[config.mk]
export PLATFORM = sky130hd
export DESIGN_NAME = json_token_classifier_top
export DESIGN_NICKNAME = d
export VERILOG_FILES = /design/src/hw/rtl/jtc_pkg.sv /design/src/hw/rtl/jtc_front.sv /design/src/hw/rtl/jtc_fifo.sv /design/src/hw/rtl/jtc_back.sv /design/src/hw/rtl/json_token_classifier_top.sv
export SDC_FILE = /design/constraint.sdc
export NUM_CORES = 1
export LEC_CHECK = 0
export BUFFER_PORTS_ARGS = -buffer_cell sky130_fd_sc_hd__clkbuf_2
export CORE_ASPECT_RATIO = 0.75
export CORE_MARGIN = 2
export CORE_UTILIZATION = 40
export DETAILED_ROUTE_END_ITERATION = 8
export SYNTH_ARGS = -nofsm -noshare
export SYNTH_HDL_FRONTEND = slang
export SYNTH_HIERARCHICAL = 1
export SYNTH_SLANG_ARGS = --single-unit
[constraint.sdc]
create_clock -name clk -period 12.1 [get_ports clk]
set_input_delay 0.605 -clock clk [delete_from_list [all_inputs] [get_ports clk]]
set_output_delay 0.605 -clock clk [all_outputs]
set_load 0.02 [all_outputs]
[src/hw/rtl/jtc_pkg.sv]
// Shared types, constants and helper functions for the JSON token classifier.
// No dependencies; imported by every module of the block.
package jtc_pkg;

  localparam int unsigned MAX_TOKEN_LEN = 65535;
  localparam int unsigned POS_W         = $clog2(MAX_TOKEN_LEN + 2);
  localparam int unsigned FIFO_DEPTH    = 2;
  localparam int unsigned PTR_W         = $clog2(FIFO_DEPTH);
  localparam int unsigned CNT_W         = $clog2(FIFO_DEPTH + 1);

  localparam logic [7:0] CH_MINUS  = 8'h2D;
  localparam logic [7:0] CH_DOT    = 8'h2E;
  localparam logic [7:0] CH_ZERO   = 8'h30;
  localparam logic [7:0] CH_NINE   = 8'h39;
  localparam logic [7:0] CH_QUOTE  = 8'h22;
  localparam logic [7:0] CH_BSLASH = 8'h5C;
  localparam logic [7:0] CH_LBRACE = 8'h7B;
  localparam logic [7:0] CH_RBRACE = 8'h7D;
  localparam logic [7:0] CH_LBRACK = 8'h5B;
  localparam logic [7:0] CH_RBRACK = 8'h5D;
  localparam logic [7:0] CH_COLON  = 8'h3A;
  localparam logic [7:0] CH_COMMA  = 8'h2C;

  localparam logic [63:0] MAG_LIMIT = 64'h8000_0000_0000_0000;
  localparam logic [63:0] INT_MAX   = 64'h7FFF_FFFF_FFFF_FFFF;

  typedef enum logic [2:0] {
    CLS_OPERATOR = 3'd0,
    CLS_BOOLEAN  = 3'd1,
    CLS_INTEGER  = 3'd2,
    CLS_FLOAT    = 3'd3,
    CLS_STRING   = 3'd4,
    CLS_INVALID  = 3'd5
  } token_class_t;

  typedef struct packed {
    logic [POS_W-1:0] pos;
    logic [7:0]       first;
    logic [7:0]       prev;
    logic [1:0]       minus_cnt;
    logic [1:0]       dot_cnt;
    logic [1:0]       dot_pos;
    logic [1:0]       bad;
    logic [1:0]       lit;
    logic             quote;
    logic [63:0]      acc;
  } tok_t;

  localparam tok_t TOK_CLEAR = '{
    pos: '0, first: '0, prev: '0, minus_cnt: '0, dot_cnt: '0,
    dot_pos: '0, bad: '0, lit: 2'b11, quote: 1'b0, acc: '0
  };

  typedef struct packed {
    tok_t       tok;
    logic [7:0] c;
  } snap_t;

  typedef struct packed {
    logic signed [63:0] int_value;
    logic [7:0]         operator_code;
    logic               bool_value;
    token_class_t       token_class;
  } res_t;

  function automatic logic [7:0] true_char(input logic [1:0] i);
    logic [7:0] ch;
    case (i)
      2'd0:    ch = 8'h74;
      2'd1:    ch = 8'h72;
      2'd2:    ch = 8'h75;
      default: ch = 8'h65;
    endcase
    return ch;
  endfunction

  function automatic logic [7:0] false_char(input logic [2:0] i);
    logic [7:0] ch;
    case (i)
      3'd0:    ch = 8'h66;
      3'd1:    ch = 8'h61;
      3'd2:    ch = 8'h6C;
      3'd3:    ch = 8'h73;
      default: ch = 8'h65;
    endcase
    return ch;
  endfunction

  function automatic logic is_operator(input logic [7:0] c);
    return c inside {CH_LBRACE, CH_RBRACE, CH_LBRACK, CH_RBRACK, CH_COLON, CH_COMMA};
  endfunction

endpackage

[src/hw/rtl/jtc_front.sv]
// Front end: per-byte token state update, end-of-token snapshot and classification.
// Depends on jtc_pkg.
module jtc_front (
  input  logic          clk,
  input  logic          rst_n,
  input  logic          in_valid,
  input  logic [7:0]    in_data,
  input  logic          in_last,
  output logic          in_ready,
  output logic          res_valid,
  output jtc_pkg::res_t res,
  input  logic          res_ready
);
  import jtc_pkg::*;

  tok_t        tok_r, tok_nxt;
  snap_t       snap_r, snap_nxt;
  logic        snap_v_r, snap_v_nxt;
  logic        accept;
  logic [7:0]  c;
  logic [3:0]  d;
  logic [67:0] prod;
  logic        is_digit;
  logic        signed_ok;

  assign c        = in_data;
  assign in_ready = !snap_v_r || res_ready;
  assign accept   = in_valid && in_ready;

  always_comb begin
    tok_nxt  = tok_r;
    d        = 4'(c - CH_ZERO);
    prod     = {1'b0, tok_r.acc, 3'b000} + {3'b000, tok_r.acc, 1'b0} + {64'd0, d};
    is_digit = c inside {[CH_ZERO:CH_NINE]};
    if (tok_r.pos == '0) begin
      tok_nxt.first = c;
    end
    if (c == CH_MINUS) begin
      if (tok_r.minus_cnt != 2'd2) tok_nxt.minus_cnt = tok_r.minus_cnt + 2'd1;
    end else if (c == CH_DOT) begin
      if (tok_r.dot_cnt != 2'd2) tok_nxt.dot_cnt = tok_r.dot_cnt + 2'd1;
      tok_nxt.dot_pos = (tok_r.pos >= POS_W'(2)) ? 2'd2 : tok_r.pos[1:0];
      tok_nxt.bad[0]  = 1'b1;
    end else if (is_digit) begin
      tok_nxt.acc = (prod > {4'd0, MAG_LIMIT}) ? MAG_LIMIT : prod[63:0];
    end else begin
      tok_nxt.bad = 2'b11;
    end
    if (!(tok_r.pos < POS_W'(4) && c == true_char(tok_r.pos[1:0]))) begin
      tok_nxt.lit[0] = 1'b0;
    end
    if (!(tok_r.pos < POS_W'(5) && c == false_char(tok_r.pos[2:0]))) begin
      tok_nxt.lit[1] = 1'b0;
    end
    if (!in_last && tok_r.pos != '0 && c == CH_QUOTE && tok_r.prev != CH_BSLASH) begin
      tok_nxt.quote = 1'b1;
    end
    tok_nxt.prev = c;
    if (tok_r.pos <= POS_W'(MAX_TOKEN_LEN)) tok_nxt.pos = tok_r.pos + POS_W'(1);
    snap_nxt.tok = tok_nxt;
    snap_nxt.c   = c;
    if (accept && in_last) snap_v_nxt = 1'b1;
    else if (res_ready)    snap_v_nxt = 1'b0;
    else                   snap_v_nxt = snap_v_r;
  end

  always_comb begin
    res           = '{int_value: '0, operator_code: '0, bool_value: 1'b0,
                      token_class: CLS_INVALID};
    signed_ok     = snap_r.tok.minus_cnt == 2'd1 && snap_r.tok.first == CH_MINUS;
    if (snap_r.tok.pos > POS_W'(MAX_TOKEN_LEN)) begin
      res.token_class = CLS_INVALID;
    end else if (snap_r.tok.pos == POS_W'(1) && is_operator(snap_r.c)) begin
      res.token_class   = CLS_OPERATOR;
      res.operator_code = snap_r.c;
    end else if (snap_r.tok.lit[0] && snap_r.tok.pos == POS_W'(4)) begin
      res.token_class = CLS_BOOLEAN;
      res.bool_value  = 1'b1;
    end else if (snap_r.tok.lit[1] && snap_r.tok.pos == POS_W'(5)) begin
      res.token_class = CLS_BOOLEAN;
    end else if (!snap_r.tok.bad[0] && (snap_r.tok.minus_cnt == 2'd0 || signed_ok)) begin
      res.token_class = CLS_INTEGER;
      if (snap_r.tok.minus_cnt == 2'd1) begin
        res.int_value = 64'd0 - snap_r.tok.acc;
      end else begin
        res.int_value = snap_r.tok.acc[63] ? INT_MAX : snap_r.tok.acc;
      end
    end else if (!snap_r.tok.bad[1] && snap_r.tok.dot_cnt == 2'd1 &&
                 ((snap_r.tok.minus_cnt == 2'd0 && snap_r.tok.dot_pos >= 2'd1) ||
                  (signed_ok && snap_r.tok.dot_pos == 2'd2))) begin
      res.token_class = CLS_FLOAT;
    end else if (snap_r.tok.first == CH_QUOTE && snap_r.c == CH_QUOTE &&
                 snap_r.tok.pos > POS_W'(1) && !snap_r.tok.quote) begin
      res.token_class = CLS_STRING;
    end
  end

  assign res_valid = snap_v_r;

  always_ff @(posedge clk) begin
    if (!rst_n) begin
      tok_r    <= TOK_CLEAR;
      snap_v_r <= 1'b0;
    end else begin
      snap_v_r <= snap_v_nxt;
      if (accept) begin
        tok_r <= in_last ? TOK_CLEAR : tok_nxt;
      end
    end
  end

  always_ff @(posedge clk) begin
    if (accept && in_last) snap_r <= snap_nxt;
  end

  a_clear_after_last: assert property (@(posedge clk) disable iff (!rst_n)
    accept && in_last |=> tok_r.pos == '0 && tok_r.acc == '0 && snap_v_r)
    else $error("token state not cleared after last byte");

  a_snap_held: assert property (@(posedge clk) disable iff (!rst_n)
    snap_v_r && !res_ready |=> snap_v_r && $stable(snap_r))
    else $error("pending result lost while stalled");

  a_acc_limit: assert property (@(posedge clk) disable iff (!rst_n)
    tok_r.acc <= MAG_LIMIT)
    else $error("accumulator above saturation limit");

endmodule

[src/hw/rtl/jtc_fifo.sv]
// Short result queue between the classifying front end and the output stage.
// Depends on jtc_pkg.
module jtc_fifo (
  input  logic          clk,
  input  logic          rst_n,
  input  logic          push_valid,
  input  jtc_pkg::res_t push_data,
  output logic          push_ready,
  output logic          pop_valid,
  output jtc_pkg::res_t pop_data,
  input  logic          pop_ready
);
  import jtc_pkg::*;

  res_t             mem_r [FIFO_DEPTH];
  logic [PTR_W-1:0] wr_ptr_r, rd_ptr_r;
  logic [CNT_W-1:0] cnt_r, cnt_nxt;
  logic             push, pop;

  assign push_ready = cnt_r != CNT_W'(FIFO_DEPTH);
  assign pop_valid  = cnt_r != '0;
  assign pop_data   = mem_r[rd_ptr_r];
  assign push       = push_valid && push_ready;
  assign pop        = pop_valid && pop_ready;

  always_comb begin
    cnt_nxt = cnt_r;
    if (push && !pop)      cnt_nxt = cnt_r + CNT_W'(1);
    else if (!push && pop) cnt_nxt = cnt_r - CNT_W'(1);
  end

  always_ff @(posedge clk) begin
    if (!rst_n) begin
      wr_ptr_r <= '0;
      rd_ptr_r <= '0;
      cnt_r    <= '0;
    end else begin
      cnt_r <= cnt_nxt;
      if (push) wr_ptr_r <= wr_ptr_r + PTR_W'(1);
      if (pop)  rd_ptr_r <= rd_ptr_r + PTR_W'(1);
    end
  end

  always_ff @(posedge clk) begin
    if (push) mem_r[wr_ptr_r] <= push_data;
  end

  a_cnt_range: assert property (@(posedge clk) disable iff (!rst_n)
    cnt_r <= CNT_W'(FIFO_DEPTH))
    else $error("queue count out of range");

  a_cnt_track: assert property (@(posedge clk) disable iff (!rst_n)
    push && !pop |=> cnt_r == $past(cnt_r) + CNT_W'(1))
    else $error("queue count did not advance on push");

  a_cnt_drop: assert property (@(posedge clk) disable iff (!rst_n)
    pop && !push |=> cnt_r == $past(cnt_r) - CNT_W'(1))
    else $error("queue count did not drop on pop");

endmodule

[src/hw/rtl/jtc_back.sv]
// Back end: output register that drains the result queue onto the master stream.
// Depends on jtc_pkg.
module jtc_back (
  input  logic          clk,
  input  logic          rst_n,
  input  logic          q_valid,
  input  jtc_pkg::res_t q_data,
  output logic          q_ready,
  output logic          out_valid,
  output jtc_pkg::res_t out_data,
  input  logic          out_ready
);
  import jtc_pkg::*;

  logic out_v_r;
  res_t out_d_r;

  assign q_ready   = !out_v_r || out_ready;
  assign out_valid = out_v_r;
  assign out_data  = out_d_r;

  always_ff @(posedge clk) begin
    if (!rst_n) begin
      out_v_r <= 1'b0;
    end else if (q_ready) begin
      out_v_r <= q_valid;
    end
  end

  always_ff @(posedge clk) begin
    if (q_ready && q_valid) out_d_r <= q_data;
  end

endmodule

[src/hw/rtl/json_token_classifier_top.sv]
// JSON token classifier top level: stream ports around front end, queue and output stage.
// Depends on jtc_pkg, jtc_front, jtc_fifo, jtc_back.
//
// Feed a pre-split token one byte per transaction on the slave stream, with
// in_tlast on its final byte. Each token yields exactly one result transaction
// (class, boolean value, operator byte, saturated 64-bit integer). The block
// accepts one byte every cycle, tokens back to back, unless the result path
// stalls; the cycle is set by the per-byte multiply-by-ten accumulate, a 68-bit
// add and saturation compare. A result passes through the end-of-token snapshot,
// the two-entry result queue and the output register to the master stream. When
// the master side stalls, up to four results are held before in_tready drops.
// Tokens longer than 65535 bytes are reported invalid.
module json_token_classifier_top (
  input  logic        clk,
  input  logic        rst_n,
  input  logic        in_tvalid,
  output logic        in_tready,
  input  logic [7:0]  in_tdata,   // [7:0] char_byte
  input  logic        in_tlast,   // last_byte
  output logic        out_tvalid,
  input  logic        out_tready,
  output logic [79:0] out_tdata   // [2:0] token_class, [3] bool_value,
                                  // [11:4] operator_code, [75:12] int_value
);
  import jtc_pkg::*;

  logic f_valid, f_ready, q_valid, q_ready;
  res_t f_res, q_res, o_res;

  jtc_front u_front (
    .clk       (clk),
    .rst_n     (rst_n),
    .in_valid  (in_tvalid),
    .in_data   (in_tdata),
    .in_last   (in_tlast),
    .in_ready  (in_tready),
    .res_valid (f_valid),
    .res       (f_res),
    .res_ready (f_ready)
  );

  jtc_fifo u_fifo (
    .clk        (clk),
    .rst_n      (rst_n),
    .push_valid (f_valid),
    .push_data  (f_res),
    .push_ready (f_ready),
    .pop_valid  (q_valid),
    .pop_data   (q_res),
    .pop_ready  (q_ready)
  );

  jtc_back u_back (
    .clk       (clk),
    .rst_n     (rst_n),
    .q_valid   (q_valid),
    .q_data    (q_res),
    .q_ready   (q_ready),
    .out_valid (out_tvalid),
    .out_data  (o_res),
    .out_ready (out_tready)
  );

  assign out_tdata = {4'b0000, o_res.int_value, o_res.operator_code,
                      o_res.bool_value, o_res.token_class};

endmodule

==> results of run 1 <==
## worst reg2reg max path, delay by kind of cell, from the launching register on
kind            cells  cell delay, ns
buf+inv             2            1.18
simple gates        4            1.53
flops               1            0.40
compound gates      6            1.57
fa+ha+maj           2            0.70
## cells in the mapped netlist (5+ instances only)
cell,number
a211o_1,8
a211oi_1,43
a21boi_0,13
a21o_1,20
a21oi_1,130
a22oi_1,28
a311oi_1,11
a31oi_1,18
and2_1,22
and3_1,15
buf_1,8
buf_2,20
buf_4,7
clkbuf_1,99
dfxtp_1,115
edfxtp_1,336
ha_1,136
inv_1,33
mux2_2,90
nand2_1,254
nand2b_1,16
nand3_1,31
nand3b_1,8
nand4_1,36
nor2_1,189
nor2b_1,35
nor3_1,77
nor3b_1,6
nor4_1,27
o211ai_1,5
o21a_1,12
o21ai_0,85
o21ai_1,10
o21bai_1,6
o22ai_1,8
o31ai_1,69
o41ai_1,47
o41ai_2,15
or3_1,10
or4_1,5
xnor2_1,36
xor2_1,45
## cell type report
cell class	instances	area, um^2	share of cell area [%]
Clock buffer	54	1240	4.65
Clock inverter	32	315	1.18
Inverter	34	130	0.486
Multi-Input combinational cell	1638	11100	41.4
Sequential cell	451	12400	46.3
Tap cell	790	988	3.69
Timing Repair Buffer	110	601	2.24
## cells by family after synthesis
kind of cell | Yosys count | synth area share [%]
other | 2 | 0.0311
AND/OR/NAND/NOR | 757 | 14.8
AO/OA/AOI/OAI | 567 | 16.4
XOR/XNOR | 81 | 2.94
adder cells (fa/ha/maj) | 138 | 7.21
buffers and inverters | 174 | 3.05
flip-flops | 451 | 51.3
multiplexers | 90 | 4.20
## power by group
part           internal [uW]  switching, uW
clock                    847            611
sequential              1850           98.0
combinational            190            326
total                   2890           1030
## worst paths after layout
check / start / endpoint / cells past startpoint
worst max-delay path: u_front/tok_r[23] / u_front/snap_r[61] / 14
worst min-delay path: in_tdata[7] / u_front/snap_r[7] / 1
worst max register to register: u_front/tok_r[23] / u_front/snap_r[61] / 14
worst min register to register: u_front/tok_r[81] / u_front/tok_r[81] / 2
## layer usage
metal  routed length [um]  GRT usage, %  up-vias
met5                    0             0        -
met4                  837          3.61        0
met3                 4970          3.32       73
met2                24500          26.5      707
met1                31000          31.9     8626
li1                     -             -     8585
## through the flow
stage | setup slack (ns) | util [%] | cell area (um^2) | power [uW] | instances
6_report | 6.47 | 45.1 | 26800 | 3920 | 3109
5_1_grt | 6.16 | 45.1 | 26800 | 4080 | 3109
4_1_cts | 6.52 | 45.1 | 26800 | 3970 | 3109
3_5_place_dp | 6.02 | 42.4 | 25200 | 2510 | 3023
3_3_place_gp | 6.18 | 42.4 | 25200 | 2500 | 3023
2_1_floorplan | 7.95 | - | 24200 | 2340 | 2263
## sequential cells by signal (all words and copies together) (netlist names), named ones only
name	flops
u_back/out_valid	1
u_front/res_valid	1
u_fifo/wr_ptr_r	1
u_front/tok_r	108
u_front/snap_r	108
u_back/out_data	76
u_fifo/cnt_r	2
u_fifo/mem_r	152
u_fifo/rd_ptr_r	1
==> impl_metrics.py, run 1 <==
metrics = {
    "status": {
        "status": "complete, no violations",
    },
    "synthesis": {
        "ys_async_sr_fraction_pct": 0,
        "synth_edf_count": 336,
        "synthCells": 2260,
        "synth_cell_types": 85,
        "syn_area_per_cell_um2": 10.7,
        "post_synth_main_area_contributors": "edfxtp_1 42%, dfxtp_1 9.5%, ha_1 7.0%",
        "synth_area_um2": 24100,
        "yosysTopAreaCell": "edfxtp_1",
        "netlist.area_leader.share_pct": 41.8,
        "synth_seq_area_share_pct": 51.3,
        "ys_ff_latch": 451,
        "synth_warnings": 6,
        "ys.flop_type": "edfxtp_1",
    },
    "setup_path": {
        "crit_path_top_delay_cell": "nor3_1",
        "path_cells": "ha_1, ha_1, nand4_1, nor3_1, nand2_1, a31oi_1, o21ai_0, a211oi_1, o211ai_1, o2111ai_4, buf_4, buf_4, or2_1, o21ai_0",
        "arrival_ns": 5.95,
        "cp_top_family": "compound AO/OA/AOI/OAI gates",
        "max_stage_delay_ns": 0.71,
        "start_kind": "flip-flop",
        "r2r_slack_ns": 6.47,
        "critPathKind": "reg2reg",
        "cp-end-kind": "flip-flop",
        "cp.required_ns": 12.41,
        "critical_path.max_fanout": 68,
        "path_buf_inv": 2,
    },
    "drt": {
        "drt_iter0_markers": 1743,
        "ant_nets": 0,
        "viasPerCell": 5.79,
        "drc_errors": 0,
        "drt-total-wl_um": 61300,
        "num_vias": 18000,
        "wl_per_cell_um": 19.7,
        "first_pass_iters": 7,
    },
    "floorplan": {
        "io_pins": 95,
        "die_w_um": 288,
        "num_rows": 77,
        "dieArea_um2": 62400,
        "die_h_um": 217,
        "start_util_pct": 40.7,
        "core_um2": 59300,
    },
    "timing": {
        "report.final.slew_viol_count": 0,
        "fin_crit_ns": 5.63,
        "hold_viol_final": 0,
        "tightest_slew_ns": 1.04,
        "fmax_ghz": 0.178,
        "rsz0062_at_grt": "no",
        "finalCritPeriodShare_pct": 46.5,
        "holdWs_ns": 0.285,
        "final.setup.tns_ns": 0,
        "max-slew-margin-rel_pct": 31.0,
        "setup_viol": 0,
        "skew_ns": 0.0226,
    },
    "job": {
        "drv_cap": 0,
    },
    "clocking": {
        "cts.clk_slew.worst_paths_ns": 0.06,
        "cts_sinks": 451,
        "post-cts-setup-buffer-count": 0,
        "tritoncts": "done",
        "insertion_delay_ns": 0.60,
        "cts_buffer_depth": 3,
        "cts_resized": 0,
        "clock-root-buffer": "clkbuf_16",
        "cts_buffers": 47,
        "holdBufCountCts": 0,
        "h-tree-depth": 2,
    },
    "global_route": {
        "grt_use_total_pct": 19.5,
        "grt_max_degree": 77,
        "grt_pass1_wl_um": 96900,
        "antenna_found_initial": 0,
        "grt_overflow": 0,
        "grt_pass1_vias": 16900,
    },
    "cells_and_area": {
        "drive_above_1_share_pct": 13.8,
        "n_antenna_cell": 0,
        "num-fill-cells": 5495,
        "layout_commonest_cell": "edfxtp_1",
        "nets": 2433,
        "syn2layout_area_growth_pct": 10.8,
        "mostFrequentLayoutCells": "336 x edfxtp_1, 253 x nand2_1, 187 x nor2_1",
    },
    "pwr": {
        "power_density_nw_per_um2": 147,
        "p_leak_uw": 0.00957,
        "vdd.ir_drop.worst_uv": 106,
    },
    "place": {
        "gp_congestion": 0.908,
        "place_hpwl_um": 44100,
        "io_buffers": 90,
    },
    "min_path": {
        "hold_class": "in2reg",
    },
}
Note: power is estimated with default switching activity, not from simulation.
==> inputs of run 2 (changes only) <==
clock period = 5.6 ns   (was 12.1 ns; I/O delays follow)
==> run 2 against run 1 <==
  * Setup slack got worse by 5.5 ns
  * Combinational power rose by 130%
  * Sequential power is 110% higher
  * Worst hold slack worse by 0.21 ns
  * Fmax increased by 21%
  * Clock power rose by 110%
==> impl_metrics.py, run 2 (synthesis results as in run 1) <==
metrics = {
    "status": {
        "status": "complete, no violations",
    },
    "cells_and_area": {
        "layout_commonest_cell": "edfxtp_1",
        "drive_above_1_share_pct": 13.9,
        "final_cell_count_no_fill": 3121,
        "nets": 2443,
        "register_area_um2": 12400,
        "largest_register": "u_fifo/mem_r",
        "multi_input_area_um2": 11100,
        "reg_top3": "u_fifo/mem_r: 152 flops, u_front/snap_r: 108 flops, u_front/tok_r: 108 flops",
        "syn2layout_area_growth_pct": 10.9,
        "finalInstanceArea_um2": 26800,
        "mostFrequentLayoutCells": "336 x edfxtp_1, 253 x nand2_1, 187 x nor2_1",
        "largest_reg_flops": 152,
        "n_antenna_cell": 0,
        "num-fill-cells": 5449,
    },
    "clocking": {
        "clock-root-buffer": "clkbuf_16",
        "cts.clk_slew.worst_paths_ns": 0.06,
        "cts_buffers": 47,
        "cts_buffer_depth": 3,
        "tritoncts": "done",
        "cts_sinks": 451,
        "h-tree-depth": 2,
        "insertion_delay_ns": 0.59,
    },
    "setup_path": {
        "cp-end-kind": "flip-flop",
        "crit_path_top_delay_cell": "nor4_1",
        "path_cells": "ha_1, ha_1, nand4_1, nor4_1, nor2_1, a41oi_1, a2111o_1, nand3_1, a221oi_1, o2111ai_4, buf_4, o31ai_1",
        "critical_path.max_fanout": 56,
        "path_buf_inv": 1,
        "cp.depth": 12,
        "cp.required_ns": 5.97,
        "critPathKind": "reg2reg",
        "arrival_ns": 5.03,
        "worstRegToRegCells": 12,
        "start_kind": "flip-flop",
        "max_stage_delay_ns": 0.61,
        "cp_top_family": "compound AO/OA/AOI/OAI gates",
        "crit_top_cell": "ha_1",
    },
    "global_route": {
        "grt_max_degree": 66,
        "antenna_found_initial": 0,
        "grt_pass1_wl_um": 96400,
        "grt_use_total_pct": 19.4,
        "grt_overflow": 0,
        "grt_pass1_vias": 16800,
    },
    "drt": {
        "wl_met1_um": 30900,
        "drc_errors": 0,
        "drt_iter0_markers": 1785,
        "viasPerCell": 5.77,
        "num_vias": 18000,
        "ant_nets": 0,
        "drt-total-wl_um": 61000,
        "first_pass_iters": 6,
        "routed.top_layer": "met4",
        "wl_per_cell_um": 19.5,
        "wl_met3_um": 4480,
        "wl_met2_um": 24600,
    },
    "place": {
        "preCtsSetupSlack_ns": 0.912,
        "io_buffers": 90,
        "dp_cells": 3029,
        "dpl_cell_area_um2": 25200,
        "gp_congestion": 0.889,
        "place_hpwl_um": 44500,
    },
    "timing": {
        "holdWs_ns": 0.0768,
        "tightest_slew_ns": 0.937,
        "skew_ns": 0.0310,
        "report.final.slew_viol_count": 0,
        "max-slew-margin-rel_pct": 36.9,
        "fmax_ghz": 0.215,
        "final.setup.tns_ns": 0,
        "layout_setup_ws_ns": 0.939,
        "fin_crit_ns": 4.66,
        "finalCritPeriodShare_pct": 83.2,
        "setup_viol": 0,
        "rsz0062_at_grt": "no",
        "hold_viol_final": 0,
    },
    "floorplan": {
        "dieArea_um2": 62400,
        "io_pins": 95,
        "num_rows": 77,
        "die_h_um": 217,
        "start_util_pct": 40.7,
        "core_um2": 59300,
        "die_w_um": 288,
    },
    "pwr": {
        "power_density_nw_per_um2": 312,
        "vdd.ir_drop.worst_uv": 224,
        "p_leak_uw": 0.00958,
    },
    "min_path": {
        "hold-path-cell-count": 1,
        "hold_class": "in2reg",
    },
    "job": {
        "drv_cap": 0,
    },
}
[run 2: cell types whose count changed in the layout (fill, tap and decap cells not counted), sizes merged]
cell,change
clkinv,-8
inv,+1
buf,+6
bufinv,-3
clkinvlp,+2
dlygate4sd3,+4
clkbuf,+10
[run 2: layout make-up]
type | instances | share of cell area (%)
flip-flops and latches | 451 | 46.3
multi-input cells | 1638 | 41.3
clock buffers | 64 | 4.86
well taps | 790 | 3.69
repair buffers | 120 | 2.56
clock inverters | 24 | 0.785
inverters | 34 | 0.486
[run 2: worst reg2reg max path, cell delays in order (launching register included)]
cell	delay (ns)
dfxtp_1	0.41
ha_1	0.27
ha_1	0.43
nand4_1	0.34
nor4_1	0.61
nor2_1	0.09
a41oi_1	0.48
a2111o_1	0.24
nand3_1	0.08
a221oi_1	0.49
o2111ai_4	0.25
buf_4	0.37
o31ai_1	0.42
[run 2: report_power, final]
group          total, uW  switching, uW  internal, uW
logic               1200            782           416
clock network       3020           1290          1730
registers           4140            137          4000
[run 2: worst paths after layout]
kind                                         from                  to  slack, ns
worst min-delay path                  in_tdata[0]   u_front/snap_r[0]       0.08
worst min register to register  u_front/tok_r[79]   u_front/tok_r[79]       0.46
worst max-delay path            u_front/tok_r[31]  u_front/snap_r[30]       0.94
worst max register to register  u_front/tok_r[31]  u_front/snap_r[30]       0.94
[run 2: metal layers]
metal | vias up | global-route usage [%]
li1 | 8600 | -
met1 | 8696 | 31.1
met2 | 636 | 26.8
met3 | 74 | 3.09
met4 | 0 | 4.58
met5 | - | 0
[run 2: stage by stage]
step / total power (uW) / util [%]
after CTS: 8450 / 45.1
after global placement: 5400 / 42.5
after detailed placement: 5420 / 42.5
after floorplan: 5050 / -
after global routing: 8690 / 45.1
final: 8360 / 45.1
[run 2: what timing repair did]
| action | CTS | global route |
|---|---|---|
| gates resized for setup | 0 | 0 |
| hold endpoints to repair | 4 | 0 |
| setup buffers | 0 | 0 |
| hold buffers | 4 | 0 |
==> inputs of run 3 (changes only) <==
clock period = 3.8 ns   (was 5.6 ns; I/O delays follow)
==> run 3 against run 2 <==
  * The run now ends with setup timing left
  * Worst hold slack got worse by 0.025 ns
  * Power increased by 51%
  * Clock-buffer cell count is 4 lower
  * Non-clock buffer count increased by 325
  * Sequential cell count unchanged
  * Die area is the same
  * Cell count is 10% higher
  * Combinational power up 42%
  * Global-route usage grew 1.9 points
  * Largest power group unchanged
==> impl_metrics.py, run 3 (synthesis results as in run 1) <==
metrics = {
    "setup_path": {
        "worstReg2RegEnd": "u_front/tok_r[57]",
        "critPathKind": "reg2reg",
        "worstRegToRegCells": 13,
        "cp.required_ns": 4.31,
        "r2r_start": "u_front/tok_r[0]",
        "critical_path.max_fanout": 5,
        "r2r_slack_ns": -0.19,
        "arrival_ns": 4.51,
        "start_kind": "flip-flop",
        "cp-end-kind": "flip-flop",
    },
    "timing": {
        "hold_viol_final": 0,
        "tightest_slew_ns": 1.26,
        "fin_crit_ns": 3.99,
        "finalCritPeriodShare_pct": 105,
        "report.final.slew_viol_count": 0,
        "max-slew-margin-rel_pct": 15.8,
        "skew_ns": 0.0201,
        "rsz0062_at_grt": "yes",
        "layout_setup_ws_ns": -0.191,
        "setup_viol": 114,
        "fmax_ghz": 0.251,
    },
    "drt": {
        "first_pass_iters": 5,
        "drc_errors": 0,
        "ant_nets": 0,
        "wl_per_cell_um": 20.2,
        "viasPerCell": 5.69,
        "drt_iter0_markers": 1651,
        "num_vias": 19600,
        "drt-total-wl_um": 69500,
    },
    "cells_and_area": {
        "nets": 2768,
        "reg_top3": "u_fifo/mem_r: 152 flops, u_front/snap_r: 108 flops, u_front/tok_r: 108 flops",
        "fin_util_pct": 52.9,
        "multi_input_area_um2": 12900,
        "layout_commonest_cell": "edfxtp_1",
        "syn2layout_area_growth_pct": 30.0,
        "num-fill-cells": 5067,
        "mostFrequentLayoutCells": "336 x edfxtp_1, 329 x buf_4, 253 x nand2_1",
        "final_cell_count_no_fill": 3445,
        "register_area_um2": 12400,
        "n_antenna_cell": 0,
        "largest_register": "u_fifo/mem_r",
        "largest_reg_flops": 152,
        "drive_above_1_share_pct": 32.4,
    },
    "status": {
        "violations": "setup timing",
        "status": "finished, violations left",
    },
    "floorplan": {
        "die_w_um": 288,
        "io_pins": 95,
        "core_um2": 59300,
        "die_h_um": 217,
        "dieArea_um2": 62400,
        "num_rows": 77,
        "start_util_pct": 40.7,
    },
    "min_path": {
        "min_to": "u_front/snap_r[1]",
        "hold_path_startpoint": "in_tdata[1]",
        "hold_class": "in2reg",
        "hold-path-cell-count": 2,
    },
    "place": {
        "gp_congestion": 0.917,
        "dp_cells": 3329,
        "io_buffers": 90,
        "place_hpwl_um": 48700,
    },
    "clocking": {
        "insertion_delay_ns": 0.59,
        "clock-root-buffer": "clkbuf_16",
        "h-tree-depth": 2,
        "cts_sinks": 451,
        "cts_buffer_depth": 3,
        "cts.clk_slew.worst_paths_ns": 0.06,
        "cts_buffers": 47,
        "tritoncts": "done",
    },
    "pwr": {
        "vdd.ir_drop.worst_uv": 313,
        "p_leak_uw": 0.0121,
        "power_density_nw_per_um2": 401,
    },
    "global_route": {
        "grt_pass1_wl_um": 106000,
        "antenna_found_initial": 0,
        "grt_max_degree": 90,
        "grt_pass1_vias": 18600,
        "grt_overflow": 0,
        "grt_use_total_pct": 21.3,
    },
    "job": {
        "drv_cap": 0,
    },
}
## run 3: layer usage
layer / routed length [um] / share of wire (%) / up-vias / GRT usage (%)
met4: 926 / 1.3 / 0 / 4.61
met5: 0 / 0 / - / 0
met2: 29800 / 43 / 658 / 30.8
li1: - / - / 9285 / -
met1: 33600 / 48 / 9596 / 33.4
met3: 5230 / 7.5 / 79 / 3.14
## run 3: worst max-delay path, cell delays in order (launching register included)
cell and delay [ns]:
dfxtp_2 0.33, fa_2 0.59, ha_4 0.23, a211oi_4 0.21
o21a_1 0.18, a21oi_2 0.07, a21o_1 0.21, a2111o_1 0.45
and2_4 0.16, a222oi_1 0.41, o2111ai_4 0.23, buf_12 0.21
or4b_4 0.51, a21boi_2 0.13
## run 3: area by class of cell
class	instances	share of cell area, %
clock inverters	27	1.01
multi-input cells	1638	41.0
well taps	790	3.15
repair buffers	445	10.8
flip-flops and latches	451	39.6
inverters	34	0.419
clock buffers	60	4.00
## run 3: worst max path at each step
stage,from,to,cells past startpoint
finish,u_front/tok_r[0],u_front/tok_r[57],13
global route,u_front/tok_r[45],u_front/tok_r[57],14
CTS,u_front/tok_r[2],u_front/tok_r[57],13
detailed placement,in_tdata[3],u_front/snap_r[48],15
global placement,in_tdata[3],u_front/tok_r[47],16
floorplan,u_front/tok_r[0],u_front/snap_r[71],14
## run 3: through the flow
stage | setup slack (ns) | TNS [ns] | power [uW] | instance area [um^2] | hold slack, ns
2_1_floorplan | 0.0118 | 0 | 7450 | 24200 | 0.289
3_3_place_gp | -0.435 | -44.34 | 7970 | 27600 | 0.441
3_5_place_dp | -0.561 | -54.03 | 8010 | 27600 | 0.450
4_1_cts | -0.0921 | -1.02 | 12700 | 30200 | 0.0172
5_1_grt | -0.313 | -27.76 | 13100 | 31400 | 0.0317
6_report | -0.191 | -11.26 | 12600 | 31400 | 0.0521
## run 3: what timing repair did
action	CTS	global route
pin swaps	34	51
endpoints found under the setup margin	128	128
resized for setup	161	157
endpoints found under the hold margin	12	0
setup buffers	9	7
hold buffers	7	0
gates cloned	2	4
## run 3: power breakdown
| group | internal (uW) | total [uW] | switching (uW) |
|---|---|---|---|
| combinational | 637 | 1700 | 1070 |
| clock | 2760 | 4680 | 1920 |
| sequential | 5900 | 6210 | 312 |
| total | 9290 | 12600 | 3300 |
